$ cat config.mk
export PLATFORM = sky130hd
export DESIGN_NAME = loop_timing_window_monitor
export DESIGN_NICKNAME = d
export VERILOG_FILES = /design/src/rtl/core/ltwm_pkg.sv /design/src/rtl/core/loop_timing_window_monitor.sv /design/src/rtl/core/ltwm_ring.sv /design/src/rtl/core/ltwm_divider.sv
export SDC_FILE = /design/constraint.sdc
export NUM_CORES = 2
export LEC_CHECK = 0
export ABC_AREA = 1
export BUFFER_PORTS_ARGS = -buffer_cell sky130_fd_sc_hd__buf_2
export CAP_MARGIN = 10
export CORE_MARGIN = 2
export CORE_UTILIZATION = 40
export CTS_CLUSTER_DIAMETER = 80
export DETAILED_ROUTE_END_ITERATION = 10
export PLACE_DENSITY = 0.65
export SYNTH_ARGS = -nofsm -noshare
export SYNTH_HDL_FRONTEND = slang
export SYNTH_SLANG_ARGS = --single-unit
$ cat constraint.sdc
create_clock -name clock -period 10.3 [get_ports clock]
set_input_delay 2.06 -clock clock [delete_from_list [all_inputs] [get_ports clock]]
set_output_delay 2.06 -clock clock [all_outputs]
set_load 0.05 [all_outputs]
$ cat src/rtl/core/ltwm_pkg.sv
// Shared constants and types for the loop timing window monitor.
package ltwm_pkg;

   localparam int DEPTH_MAX = 16;
   localparam int IDX_W     = $clog2(DEPTH_MAX);
   localparam int CNT_W     = $clog2(DEPTH_MAX + 1);
   localparam int TS_W      = 32;
   localparam int RATE_W    = 26;
   localparam int DIV_W     = 32;
   localparam int STEP_W    = $clog2(DIV_W + 1);
   localparam int CFG_W     = 5;

   localparam logic [CFG_W-1:0] DEPTH_RESET = CFG_W'(DEPTH_MAX);
   // 1000 in 16.16 fixed point: the numerator of the rate division
   localparam logic [DIV_W-1:0] RATE_NUM    = DIV_W'(1000 * 65536);

   typedef logic [TS_W-1:0]  ts_type;
   typedef logic [IDX_W-1:0] idx_type;
   typedef logic [CNT_W-1:0] cnt_type;

   typedef struct packed {
      logic busy;
      logic done;
   } div_status_type;

endpackage

$ cat src/rtl/core/loop_timing_window_monitor.sv
// Loop timing window monitor: start/end mark windows, mean gap, rate, mean exec time.
//
//  channel | dir | handshake                 | beat contents
//  req_    | in  | req_tvalid / req_tready   | tdata: timestamp_ms; tuser: command
//  rsp_    | out | rsp_tvalid / rsp_tready   | tdata: means and rate; tuser: rate_valid
//  csr_    | in  | csr_wr_en                 | csr_wr_data: window_depth
//
//  One beat at a time: req_tready is high only while the sequencer is idle.
//  A start mark reads the oldest start from the window, then runs two 32-step
//  divisions on the shared divider; the rate division is skipped when the mean
//  comes out zero, and with fewer than two starts held no division runs.
//  An end mark reads one matched pair at a time through the ring read ports,
//  then runs one 32-step division; with no pairs, no division runs.
//  The result waits in an output register; a new beat is taken while it waits,
//  and a finished result holds until the output register is free.
//  Reset is synchronous; the rings need no clearing since counts gate every read.
module loop_timing_window_monitor
   import ltwm_pkg::*;
(
   input  logic             clock,
   input  logic             reset,
   // configuration
   input  logic             csr_wr_en,
   input  logic [CFG_W-1:0] csr_wr_data,   // window_depth
   // input marks
   input  logic             req_tvalid,
   output logic             req_tready,
   input  logic [31:0]      req_tdata,     // [31:0] timestamp_ms
   input  logic [0:0]       req_tuser,     // [0] command (0 start, 1 end)
   // results
   output logic             rsp_tvalid,
   input  logic             rsp_tready,
   output logic [95:0]      rsp_tdata,     // [31:0] mean_cycle_time,
                                           // [57:32] cycle_rate,
                                           // [89:58] mean_exec_time, rest zero
   output logic [0:0]       rsp_tuser      // [0] rate_valid
);

   typedef enum logic [3:0] {
      S_IDLE,
      S_ST_READ,
      S_ST_DIFF,
      S_DIV_MEAN,
      S_DIV_RATE,
      S_EN_ADDR,
      S_EN_ACC,
      S_EX_DIV,
      S_FINISH
   } state_type;

   state_type        state_ff;
   logic [CFG_W-1:0] depth_ff;
   cnt_type          st_cnt_ff, en_cnt_ff;
   idx_type          st_head_ff, en_head_ff;
   ts_type           ts_ff;
   cnt_type          k_ff;
   cnt_type          pairs_ff;
   ts_type           sum_ff;
   ts_type           cycle_ff, exec_ff;
   logic [RATE_W-1:0] rate_ff;
   logic             rate_ok_ff;
   logic             div_start_ff;
   logic [DIV_W-1:0] div_num_ff, div_den_ff;
   logic             rsp_valid_ff;
   logic [95:0]      rsp_data_ff;
   logic             rsp_user_ff;

   logic             accept;
   logic             cmd;
   cnt_type          eff_depth;
   cnt_type          cnt_sel, cnt_next;
   cnt_type          pairs_next;
   idx_type          rd_idx;
   ts_type           st_rd, en_rd;
   ts_type           sum_next;
   logic [DIV_W-1:0] div_q;
   div_status_type   div_st;

   assign accept     = req_tvalid && req_tready;
   assign cmd        = req_tuser[0];
   assign req_tready = (state_ff == S_IDLE);

   // clamp the window depth to [1, DEPTH_MAX]
   always_comb begin
      if (depth_ff == '0) begin
         eff_depth = CNT_W'(1);
      end else if (CNT_W'(depth_ff) > CNT_W'(DEPTH_MAX)) begin
         eff_depth = CNT_W'(DEPTH_MAX);
      end else begin
         eff_depth = CNT_W'(depth_ff);
      end
   end

   // count after a push: grow to full, drop one oldest only when over depth
   always_comb begin
      cnt_sel  = cmd ? en_cnt_ff : st_cnt_ff;
      cnt_next = (cnt_sel < CNT_W'(DEPTH_MAX)) ? cnt_sel + CNT_W'(1) : cnt_sel;
      if (cnt_next > eff_depth && cnt_next > CNT_W'(1)) begin
         cnt_next = cnt_next - CNT_W'(1);
      end
      pairs_next = (cnt_next < st_cnt_ff) ? cnt_next : st_cnt_ff;
   end

   // entry k counted from the newest: head - 1 - k, modulo the ring size
   assign rd_idx   = st_head_ff - IDX_W'(1) - k_ff[IDX_W-1:0];
   assign sum_next = sum_ff + (en_rd - st_rd);

   ltwm_ring u_start_ring (
      .clock   (clock),
      .wr_en   (accept && !cmd),
      .wr_addr (st_head_ff),
      .wr_data (req_tdata),
      .rd_addr (rd_idx),
      .rd_data (st_rd)
   );

   ltwm_ring u_end_ring (
      .clock   (clock),
      .wr_en   (accept && cmd),
      .wr_addr (en_head_ff),
      .wr_data (req_tdata),
      .rd_addr (en_head_ff - IDX_W'(1) - k_ff[IDX_W-1:0]),
      .rd_data (en_rd)
   );

   ltwm_divider u_divider (
      .clock    (clock),
      .reset    (reset),
      .start    (div_start_ff),
      .dividend (div_num_ff),
      .divisor  (div_den_ff),
      .quotient (div_q),
      .status   (div_st)
   );

   always_ff @(posedge clock) begin
      if (reset) begin
         state_ff     <= S_IDLE;
         depth_ff     <= DEPTH_RESET;
         st_cnt_ff    <= '0;
         en_cnt_ff    <= '0;
         st_head_ff   <= '0;
         en_head_ff   <= '0;
         cycle_ff     <= '0;
         rate_ff      <= '0;
         rate_ok_ff   <= 1'b0;
         exec_ff      <= '0;
         div_start_ff <= 1'b0;
         rsp_valid_ff <= 1'b0;
         k_ff         <= '0;
         pairs_ff     <= '0;
      end else begin
         div_start_ff <= 1'b0;
         if (csr_wr_en) begin
            depth_ff <= csr_wr_data;
         end
         // drop the held result once taken; the finish step reloads it itself
         if (rsp_tready && state_ff != S_FINISH) begin
            rsp_valid_ff <= 1'b0;
         end
         case (state_ff)
            S_IDLE: begin
               if (accept) begin
                  ts_ff <= req_tdata;
                  if (!cmd) begin
                     st_head_ff <= st_head_ff + IDX_W'(1);
                     st_cnt_ff  <= cnt_next;
                     k_ff       <= cnt_next - CNT_W'(1);
                     // a single start changes no mean
                     state_ff   <= (cnt_next < CNT_W'(2)) ? S_FINISH : S_ST_READ;
                  end else begin
                     en_head_ff <= en_head_ff + IDX_W'(1);
                     en_cnt_ff  <= cnt_next;
                     pairs_ff   <= pairs_next;
                     k_ff       <= '0;
                     sum_ff     <= '0;
                     state_ff   <= (pairs_next == '0) ? S_FINISH : S_EN_ADDR;
                  end
               end
            end
            S_ST_READ: begin
               // oldest start is being read
               state_ff <= S_ST_DIFF;
            end
            S_ST_DIFF: begin
               // gaps telescope: newest minus oldest over count - 1 gaps
               div_num_ff   <= ts_ff - st_rd;
               div_den_ff   <= DIV_W'(st_cnt_ff - CNT_W'(1));
               div_start_ff <= 1'b1;
               state_ff     <= S_DIV_MEAN;
            end
            S_DIV_MEAN: begin
               if (div_st.done) begin
                  cycle_ff <= div_q;
                  if (div_q != '0) begin
                     div_num_ff   <= RATE_NUM;
                     div_den_ff   <= div_q;
                     div_start_ff <= 1'b1;
                     state_ff     <= S_DIV_RATE;
                  end else begin
                     // zero mean: hold the rate, flag it invalid
                     rate_ok_ff <= 1'b0;
                     state_ff   <= S_FINISH;
                  end
               end
            end
            S_DIV_RATE: begin
               if (div_st.done) begin
                  rate_ff    <= div_q[RATE_W-1:0];
                  rate_ok_ff <= 1'b1;
                  state_ff   <= S_FINISH;
               end
            end
            S_EN_ADDR: begin
               state_ff <= S_EN_ACC;
            end
            S_EN_ACC: begin
               // accumulate one matched pair, then advance
               sum_ff <= sum_next;
               k_ff   <= k_ff + CNT_W'(1);
               if (k_ff + CNT_W'(1) == pairs_ff) begin
                  div_num_ff   <= sum_next;
                  div_den_ff   <= DIV_W'(pairs_ff);
                  div_start_ff <= 1'b1;
                  state_ff     <= S_EX_DIV;
               end else begin
                  state_ff <= S_EN_ADDR;
               end
            end
            S_EX_DIV: begin
               if (div_st.done) begin
                  exec_ff  <= div_q;
                  state_ff <= S_FINISH;
               end
            end
            S_FINISH: begin
               // hold until the output register is free
               if (!rsp_valid_ff || rsp_tready) begin
                  rsp_valid_ff <= 1'b1;
                  rsp_data_ff  <= {6'b0, exec_ff, rate_ff, cycle_ff};
                  rsp_user_ff  <= rate_ok_ff;
                  state_ff     <= S_IDLE;
               end
            end
            default: begin
               state_ff <= S_IDLE;
            end
         endcase
      end
   end

   assign rsp_tvalid   = rsp_valid_ff;
   assign rsp_tdata    = rsp_data_ff;
   assign rsp_tuser[0] = rsp_user_ff;

endmodule

$ cat src/rtl/core/ltwm_ring.sv
// Timestamp ring memory: one write port, one registered read port.
module ltwm_ring
   import ltwm_pkg::*;
(
   input  logic    clock,
   input  logic    wr_en,
   input  idx_type wr_addr,
   input  ts_type  wr_data,
   input  idx_type rd_addr,
   output ts_type  rd_data
);

   ts_type mem [DEPTH_MAX];
   ts_type rd_data_ff;

   always_ff @(posedge clock) begin
      if (wr_en) begin
         mem[wr_addr] <= wr_data;
      end
      rd_data_ff <= mem[rd_addr];
   end

   assign rd_data = rd_data_ff;

endmodule

$ cat src/rtl/core/ltwm_divider.sv
// Restoring divider, one quotient bit per cycle.
module ltwm_divider
   import ltwm_pkg::*;
(
   input  logic             clock,
   input  logic             reset,
   input  logic             start,
   input  logic [DIV_W-1:0] dividend,
   input  logic [DIV_W-1:0] divisor,
   output logic [DIV_W-1:0] quotient,
   output div_status_type   status
);

   logic [DIV_W-1:0]  quo_ff, quo_in;
   logic [DIV_W-1:0]  rem_ff, rem_in;
   logic [DIV_W-1:0]  dsr_ff, dsr_in;
   logic [STEP_W-1:0] step_ff, step_in;
   logic              busy_ff, busy_in;
   logic              done_ff, done_in;
   logic [DIV_W:0]    trial;
   logic [DIV_W:0]    diff;

   always_comb begin
      trial   = {rem_ff, quo_ff[DIV_W-1]};
      diff    = trial - {1'b0, dsr_ff};
      quo_in  = quo_ff;
      rem_in  = rem_ff;
      dsr_in  = dsr_ff;
      step_in = step_ff;
      busy_in = busy_ff;
      done_in = 1'b0;
      if (start) begin
         quo_in  = dividend;
         rem_in  = '0;
         dsr_in  = divisor;
         step_in = STEP_W'(DIV_W);
         busy_in = 1'b1;
      end else if (busy_ff) begin
         // shift in one dividend bit; subtract when it fits
         if (!diff[DIV_W]) begin
            rem_in = diff[DIV_W-1:0];
            quo_in = {quo_ff[DIV_W-2:0], 1'b1};
         end else begin
            rem_in = trial[DIV_W-1:0];
            quo_in = {quo_ff[DIV_W-2:0], 1'b0};
         end
         step_in = step_ff - STEP_W'(1);
         if (step_ff == STEP_W'(1)) begin
            busy_in = 1'b0;
            done_in = 1'b1;
         end
      end
   end

   always_ff @(posedge clock) begin
      if (reset) begin
         busy_ff <= 1'b0;
         done_ff <= 1'b0;
         step_ff <= '0;
      end else begin
         busy_ff <= busy_in;
         done_ff <= done_in;
         step_ff <= step_in;
      end
      quo_ff <= quo_in;
      rem_ff <= rem_in;
      dsr_ff <= dsr_in;
   end

   assign quotient    = quo_ff;
   assign status.busy = busy_ff;
   assign status.done = done_ff;

endmodule
; After elaboration in Yosys (flattened, before gate mapping)
; Memory sizes are Yosys's and may differ from the RTL's. A register that Yosys moved wholly into a read port is not among the register bits.
; Index checks and enable logic that the tools add are counted.
[op_classes]
order_cmp = 6
eq_ne = 20
n_reduce_logical = 31
n_mux = 55
bitwise_logic = 3
n_addsub = 16
[op_table]
columns = operator, count
row1 = $mux 32, 11
row2 = $pmux 32 s3, 2
row3 = $pmux 32 s2, 1
row4 = $sub 32x32->32, 2
row5 = $mux 5, 8
row6 = $sub 33x32->33, 1
row7 = $add 32x32->32, 1
row8 = $mux 4, 8
row9 = $pmux 4 s8, 1
row10 = $reduce_bool 32->1, 1
row11 = $mux 1, 18
row12 = $eq 4x3->1 const B, 4
row13 = $mux 6, 2
row14 = $reduce_and 3->1, 4
row15 = $reduce_and 4->1, 3
row16 = $add 5x1->5 const B, 2
row17 = $logic_not 5->1, 2
row18 = $ne 2x1->1 const B, 5
row19 = $pmux 5 s2, 1
row20 = $sub 5x1->5 const B, 2
row21 = $add 4x1->4 const B, 2
row22 = $eq 4x2->1 const B, 2
row23 = $ne 2x2->1 const B, 4
row24 = $reduce_and 2->1, 4
row25 = 28 further kinds, 40
[word_totals]
mem_count = 2
inputBits = 43
mem_bits_rw = 1024
regBits = 453
elab_cells = 160
output_inout_bits = 99
[memory_table]
columns = name, depth, word_bits, rd, rd_ports_with_merged_regs, write_ports, line
row1 = u_end_ring.mem, 16, 32, 1, 1, 1, ltwm_ring.sv:13  ; ts_type mem [DEPTH_MAX];
row2 = u_start_ring.mem, 16, 32, 1, 1, 1, ltwm_ring.sv:13

; Logic depth before layout (Yosys ltp)
[logic_depth]
ltp_word = 13
ltp_mapped = 32
mapped_depth_nobuf = 32

; By module
; From an unflattened synthesis, not the netlist that was laid out.
[hier_totals]
hier_cells = 7240
area_unflattened_um2 = 70301.2
[modules_own_cells]
columns = mod, area_each_um2, n_inst, cells_each
row1 = ltwm_ring (u_end_ring), 22745.6, 1, 2122
row2 = ltwm_ring (u_start_ring), 22730.6, 1, 2120
row3 = loop_timing_window_monitor, 17830.9, 1, 1960
row4 = ltwm_divider, 6994.2, 1, 1038

; Worst setup path after synthesis
; OpenSTA, ideal clock, no wires.
[synth_timing]
path_type = in2reg
from = in reset
to = reg rsp_data_ff[0] (netlist: rsp_tdata[0]), enable pin
setup_time_ns = 0.652
cell_stages = 3
required_time_ns = 9.648
slack_ns = 1.029
arrival_ns = 8.619
n_path_buf = 2
cell_sequence = buf_2 > clkbuf_1 > nor3_1
[synth_between]
elab_chain_len = 2
[synth_rtl]
columns = element, line
row1 = from (decl), loop_timing_window_monitor.sv:21  ; input logic reset,
row2 = $not 1->1 (no line), -
row3 = $reduce_and 3->1 (no line), -
row4 = to (signal assigned), loop_timing_window_monitor.sv:240  ; rsp_data_ff <= {6'b0, exec_ff, rate_ff, cycle_ff};
row5 = to (decl), loop_timing_window_monitor.sv:65  ; logic [95:0] rsp_data_ff;
; Every way passes these cells.
; A chain may end at the register's enable or synchronous reset.

; Final worst setup path
[layout_timing]
from = in req_tuser
to = reg state_ff[3]
[layout_between]
elab_chain_len = 13
elab_cells_between_ends = 18
cone_classes = add/sub: 2 / order compare: 5 / mux: 9 / reduce/logical: 2
[layout_rtl]
columns = element, line
row1 = from (decl), loop_timing_window_monitor.sv:29  ; input logic [0:0] req_tuser,
row2 = $mux 5 *, loop_timing_window_monitor.sv:96  ; cnt_sel = cmd ? en_cnt_ff : st_cnt_ff;
row3 = $add 5x1->5 / $lt 5x5->1 (equally long branches), loop_timing_window_monitor.sv:97  ; cnt_next = (cnt_sel < CNT_W'(DEPTH_MAX)) ? cnt_sel + CNT_W'(1) : cnt_sel;
row4 = $mux 5 *, loop_timing_window_monitor.sv:97
row5 = $gt 5x5->1 / $gt 5x1->1 (equally long branches), loop_timing_window_monitor.sv:98  ; if (cnt_next > eff_depth && cnt_next > CNT_W'(1)) begin
row6 = $logic_and 1x1->1, loop_timing_window_monitor.sv:98
row7 = $mux 5 *, loop_timing_window_monitor.sv:98
row8 = net cnt_next[2], loop_timing_window_monitor.sv:71  ; cnt_type cnt_sel, cnt_next;
row9 = $lt 5x5->1, loop_timing_window_monitor.sv:101  ; pairs_next = (cnt_next < st_cnt_ff) ? cnt_next : st_cnt_ff;
row10 = $mux 5, loop_timing_window_monitor.sv:101
row11 = $logic_not 5->1, loop_timing_window_monitor.sv:177  ; state_ff <= (pairs_next == '0) ? S_FINISH : S_EN_ADDR;
row12 = $mux 4, loop_timing_window_monitor.sv:177
row13 = $mux 4 *, loop_timing_window_monitor.sv:165  ; if (!cmd) begin
row14 = $mux 4 *, loop_timing_window_monitor.sv:163  ; if (accept) begin
row15 = $pmux 4 s8 *, loop_timing_window_monitor.sv:161  ; case (state_ff)
row16 = to (signal assigned), loop_timing_window_monitor.sv:170  ; state_ff <= (cnt_next < CNT_W'(2)) ? S_FINISH : S_ST_READ;
row17 = to (signal assigned), loop_timing_window_monitor.sv:177
row18 = to (decl), loop_timing_window_monitor.sv:51  ; state_type state_ff;
; The timed path passes the listed nets; every way through them passes the cells marked *. The select of a mux whose other input is x is not followed.

==> flow_metrics.py <==
metrics = {
    "yosys": {
        "post_synth_main_area_contributors": "sky130_fd_sc_hd__edfxtp_1 60%, sky130_fd_sc_hd__dfxtp_1 7.2%, sky130_fd_sc_hd__o21ai_0 4.6%, sky130_fd_sc_hd__a21oi_1 4.3%, sky130_fd_sc_hd__inv_1 4.1%",
        "synth-edff-count": 1307,
        "synth.area.mux_share": 0.0392,
        "synth_seq_cells": 1541,
        "synth_cell_types": 56,
        "post_synth_inst_count": 5459,
        "synth-warning-count": 0,
        "post_synth_fa_ha_maj_area_fraction": 0.0348,
        "synth_async_sr_flop_share": 0,
        "synth_area_in_compound_gates": 0.127,
        "postSynthAreaPerCell_um2": 12.0,
        "post-synth-top-area-fraction": 0.600,
        "most_used_standard_cells_in_the_synthesized_netlist": "1,307 x sky130_fd_sc_hd__edfxtp_1, 712 x sky130_fd_sc_hd__inv_1, 597 x sky130_fd_sc_hd__o21ai_0",
        "dominant_synthesized_flop_cell": "sky130_fd_sc_hd__edfxtp_1",
        "post_synth_and_or_nand_nor_area_fraction": 0.0611,
        "synth_xor_xnor_area_share": 0.00844,
        "largest_family_of_logic_cells_by_synthesized_area": "compound AO/OA/AOI/OAI gates",
        "synth_sequential_area_ratio": 0.672,
        "synth.most_common_cell": "sky130_fd_sc_hd__edfxtp_1",
        "library_cell_with_the_largest_summed_area_after_synthesis": "sky130_fd_sc_hd__edfxtp_1",
        "netlist_area_before_placement_um2": 65400,
    },
    "worst_setup_path": {
        "path_max_fanout": 11,
        "path_delay_family": "simple AND/OR/NAND/NOR gates",
        "ff_to_ff_path_depth": 31,
        "critical_path.most_common_cell": "sky130_fd_sc_hd__nand2_1",
        "cp_data_arrival_time_ps": 6610,
        "worst_path_class_setup": "in -> reg",
        "r2r-end": "state_ff[3]",
        "reg2reg_slack_ps": 5710,
        "timing.critical_path.slowest_stage_cell": "sky130_fd_sc_hd__a211oi_1",
        "timing.critical_path.from_type": "primary input",
        "path_buf_inv": 6,
        "timing.critical_path.to_type": "register",
        "worst_path_largest_cell_delay_ps": 490,
        "worstReg2RegStart": "st_cnt_ff[1]",
        "timing.critical_path.required_ps": 11010,
    },
    "min_path": {
        "worst_hold_path.num_cells": 0,
        "hold_path.class": "reg -> reg",
        "worst_hold_startpoint": "div_den_ff[0]",
        "worst_hold_path.endpoint": "u_divider.dsr_ff[0]",
    },
    "grt": {
        "antenna_violations_before_repair": 6,
        "grt_util_all_layers": 0.189,
        "global_route.usage.met1": 0.269,
        "via_count_of_the_first_global_routing_pass": 39862,
        "globalRoute.totalOverflow": 0,
        "wire_length_of_the_first_global_routing_pass_mm": 242,
        "grt.met3_usage": 0.0297,
        "global_route.usage.met2": 0.302,
        "busiest_layer": "met2",
        "grt_max_degree": 190,
    },
    "place": {
        "dp_worst_setup_slack_ps": 3590,
        "place_area_um2": 68600,
        "port_buffers": 135,
        "dp.cells": 7577,
        "dpl.hpwl_mm": 100,
        "gp_congestion": 0.853,
    },
    "routing": {
        "postRouteAntennaNets": 0,
        "wl_mm": 161,
        "drt-wirelength-per-cell_um": 20.5,
        "avgViaCountPerCell": 5.27,
        "route.detailed.drc": 0,
        "detailedRoute.firstIterationViolations": 4311,
        "drt_first_pass_iters": 6,
        "dr_total_vias": 41509,
    },
    "floorplan": {
        "initial_util": 0.402,
        "pin_count": 142,
        "num_rows": 148,
        "dieWidth_um": 408,
        "core-area_um2": 163000,
        "floorplan.die.height_um": 408,
        "dieArea_um2": 167000,
    },
    "clock_tree": {
        "clockBufferDepth": 3,
        "cts.clk_slew.worst_paths_ps": 60,
        "cts.sink_count": 1541,
        "tritoncts": "built",
        "cts_setup_buffers": 0,
        "cts_bufs_inserted": 156,
        "insertion_delay_ps": 810,
        "cts.htree.levels": 4,
        "clk_root_buffer_cell": "sky130_fd_sc_hd__clkbuf_16",
        "post_cts_resized": 0,
        "cts.hold.buffers_added": 0,
    },
    "timing": {
        "maxSlewHeadroom": 0.213,
        "skew_ps": 44.8,
        "final.setup.worst_slack_ps": 4400,
        "grt_setup_unrepaired": "no",
        "maxSlewViolCount": 0,
        "final.period_utilization": 0.573,
        "finalCriticalPeriod_ps": 5900,
        "fin_worst_hold_slack_ps": 412,
        "final-hold-violation-count": 0,
        "setup_violations": 0,
        "tns_ps": 0,
        "fmax_ghz": 0.169,
        "worst_slew_pin_slew_ps": 1180,
    },
    "power_and_ir_drop": {
        "power.ir.vdd_worst_v": 0.000236,
        "total_power_mw": 22.2,
        "leakagePower_nw": 28.0,
        "power-per-cell-area_nw_per_um2": 301,
    },
    "finish": {
        "finish.cell_count_without_fillers": 7870,
        "layout-drive-gt1-share": 0.0957,
        "fillCellCount": 14614,
        "design.final.nets": 5764,
        "final_cell_area_um2": 73700,
        "layout.core_utilization": 0.453,
        "syn_to_final_growth_pct": 12.7,
    },
    "run_status": {
        "run_status": "finished, final reports clean",
    },
    "flow_run": {
        "max-cap-violations": 0,
    },
}
[cells by family (layout without fill, tap and decap cells)]
group | Yosys count | count (layout)
AOI/OAI and AO/OA | 1507 | 1507
xor gates and xnor gates | 63 | 63
and+or+nand+nor | 947 | 947
muxes | 256 | 256
buffers and inverters | 983 | 1212
adders and majority gates | 161 | 161
DFF | 1541 | 1541
other | 1 | 8
[per-layer routing]
layer  vias up  wire length (µm)
met4         2              3530
li1      19580                 -
met2      1379             75000
met5         -                 7
met3       205             11000
met1     20343             71600
[sequential cells by signal, summed over array words and instances (netlist names), 4 cells and up]
register and cells:
div_num_ff 32, div_den_ff 32, u_start_ring.rd_data 32, k_ff 5, u_divider.quotient 32, u_end_ring.rd_data 32, st_cnt_ff 5, rsp_tdata 90
u_divider.rem_ff 32, st_head_ff 4, en_cnt_ff 5, u_divider.step_ff 6, u_start_ring.mem 512, depth_ff 5, cycle_ff 32, u_divider.dsr_ff 32
pairs_ff 5, rate_ff 26, state_ff 4, en_head_ff 4, sum_ff 32, ts_ff 32, u_end_ring.mem 512, exec_ff 32
[layout make-up]
type / instances / area (µm²) / share of cell area
clock buffers: 216 / 4350 / 0.0591
diodes: 2 / 5.00 / 0.0000679
clock inverters: 75 / 726 / 0.00985
inverters: 723 / 2720 / 0.0369
flip-flops and latches: 1541 / 43900 / 0.596
multi-input cells: 2940 / 18100 / 0.245
well taps: 2175 / 2720 / 0.0369
repair buffers: 198 / 1160 / 0.0158
[worst max-delay path by stage]
stage / from / end / slack [ps] / depth (start not counted)
2_1_floorplan: reset / rsp_tdata[0] / 1030 / 3
3_3_place_gp: req_tuser / state_ff[3] / 3610 / 32
3_5_place_dp: req_tuser / state_ff[3] / 3590 / 32
4_1_cts: req_tuser / state_ff[3] / 4420 / 32
5_1_grt: req_tuser / state_ff[3] / 3870 / 32
6_report: req_tuser / state_ff[3] / 4400 / 32
[report_power, final]
group	total (mW)	internal (mW)	leakage [nW]	switching [mW]
Combinational	8.79	2.72	11.9	6.07
Clock	5.56	3.13	2.48	2.44
Sequential	7.82	7.42	13.7	0.404
[cells in the final DEF, fill, tap and decap left out, types with 10 or more instances in the layout]
cell,Yosys,routed
sky130_fd_sc_hd__edfxtp_1,1307,1307
sky130_fd_sc_hd__inv_1,712,707
sky130_fd_sc_hd__o21ai_0,597,597
sky130_fd_sc_hd__a21oi_1,561,561
sky130_fd_sc_hd__nand2_1,542,542
sky130_fd_sc_hd__mux2i_1,256,256
sky130_fd_sc_hd__dfxtp_1,234,233
sky130_fd_sc_hd__clkbuf_16,0,159
sky130_fd_sc_hd__nor2_1,191,153
sky130_fd_sc_hd__o211ai_1,141,141
sky130_fd_sc_hd__buf_2,25,135
sky130_fd_sc_hd__ha_1,126,124
sky130_fd_sc_hd__nand3_1,102,101
sky130_fd_sc_hd__a31oi_1,84,84
sky130_fd_sc_hd__buf_4,6,62
sky130_fd_sc_hd__clkbuf_1,199,41
sky130_fd_sc_hd__nor2_4,0,34
sky130_fd_sc_hd__fa_1,35,33
sky130_fd_sc_hd__xnor2_1,34,30
sky130_fd_sc_hd__xor2_1,29,29
sky130_fd_sc_hd__clkinv_2,0,27
sky130_fd_sc_hd__clkinv_1,1,22
sky130_fd_sc_hd__nand2_2,21,21
sky130_fd_sc_hd__o21ai_1,21,21
sky130_fd_sc_hd__nor3_1,20,18
sky130_fd_sc_hd__o21bai_1,18,18
sky130_fd_sc_hd__nand4_1,16,16
sky130_fd_sc_hd__clkbuf_8,0,16
sky130_fd_sc_hd__o22ai_1,15,15
sky130_fd_sc_hd__nor4_1,14,14
sky130_fd_sc_hd__inv_2,10,12
sky130_fd_sc_hd__nor2_2,6,10
sky130_fd_sc_hd__o21a_1,10,10
Note: power is estimated with default switching activity, not from simulation.
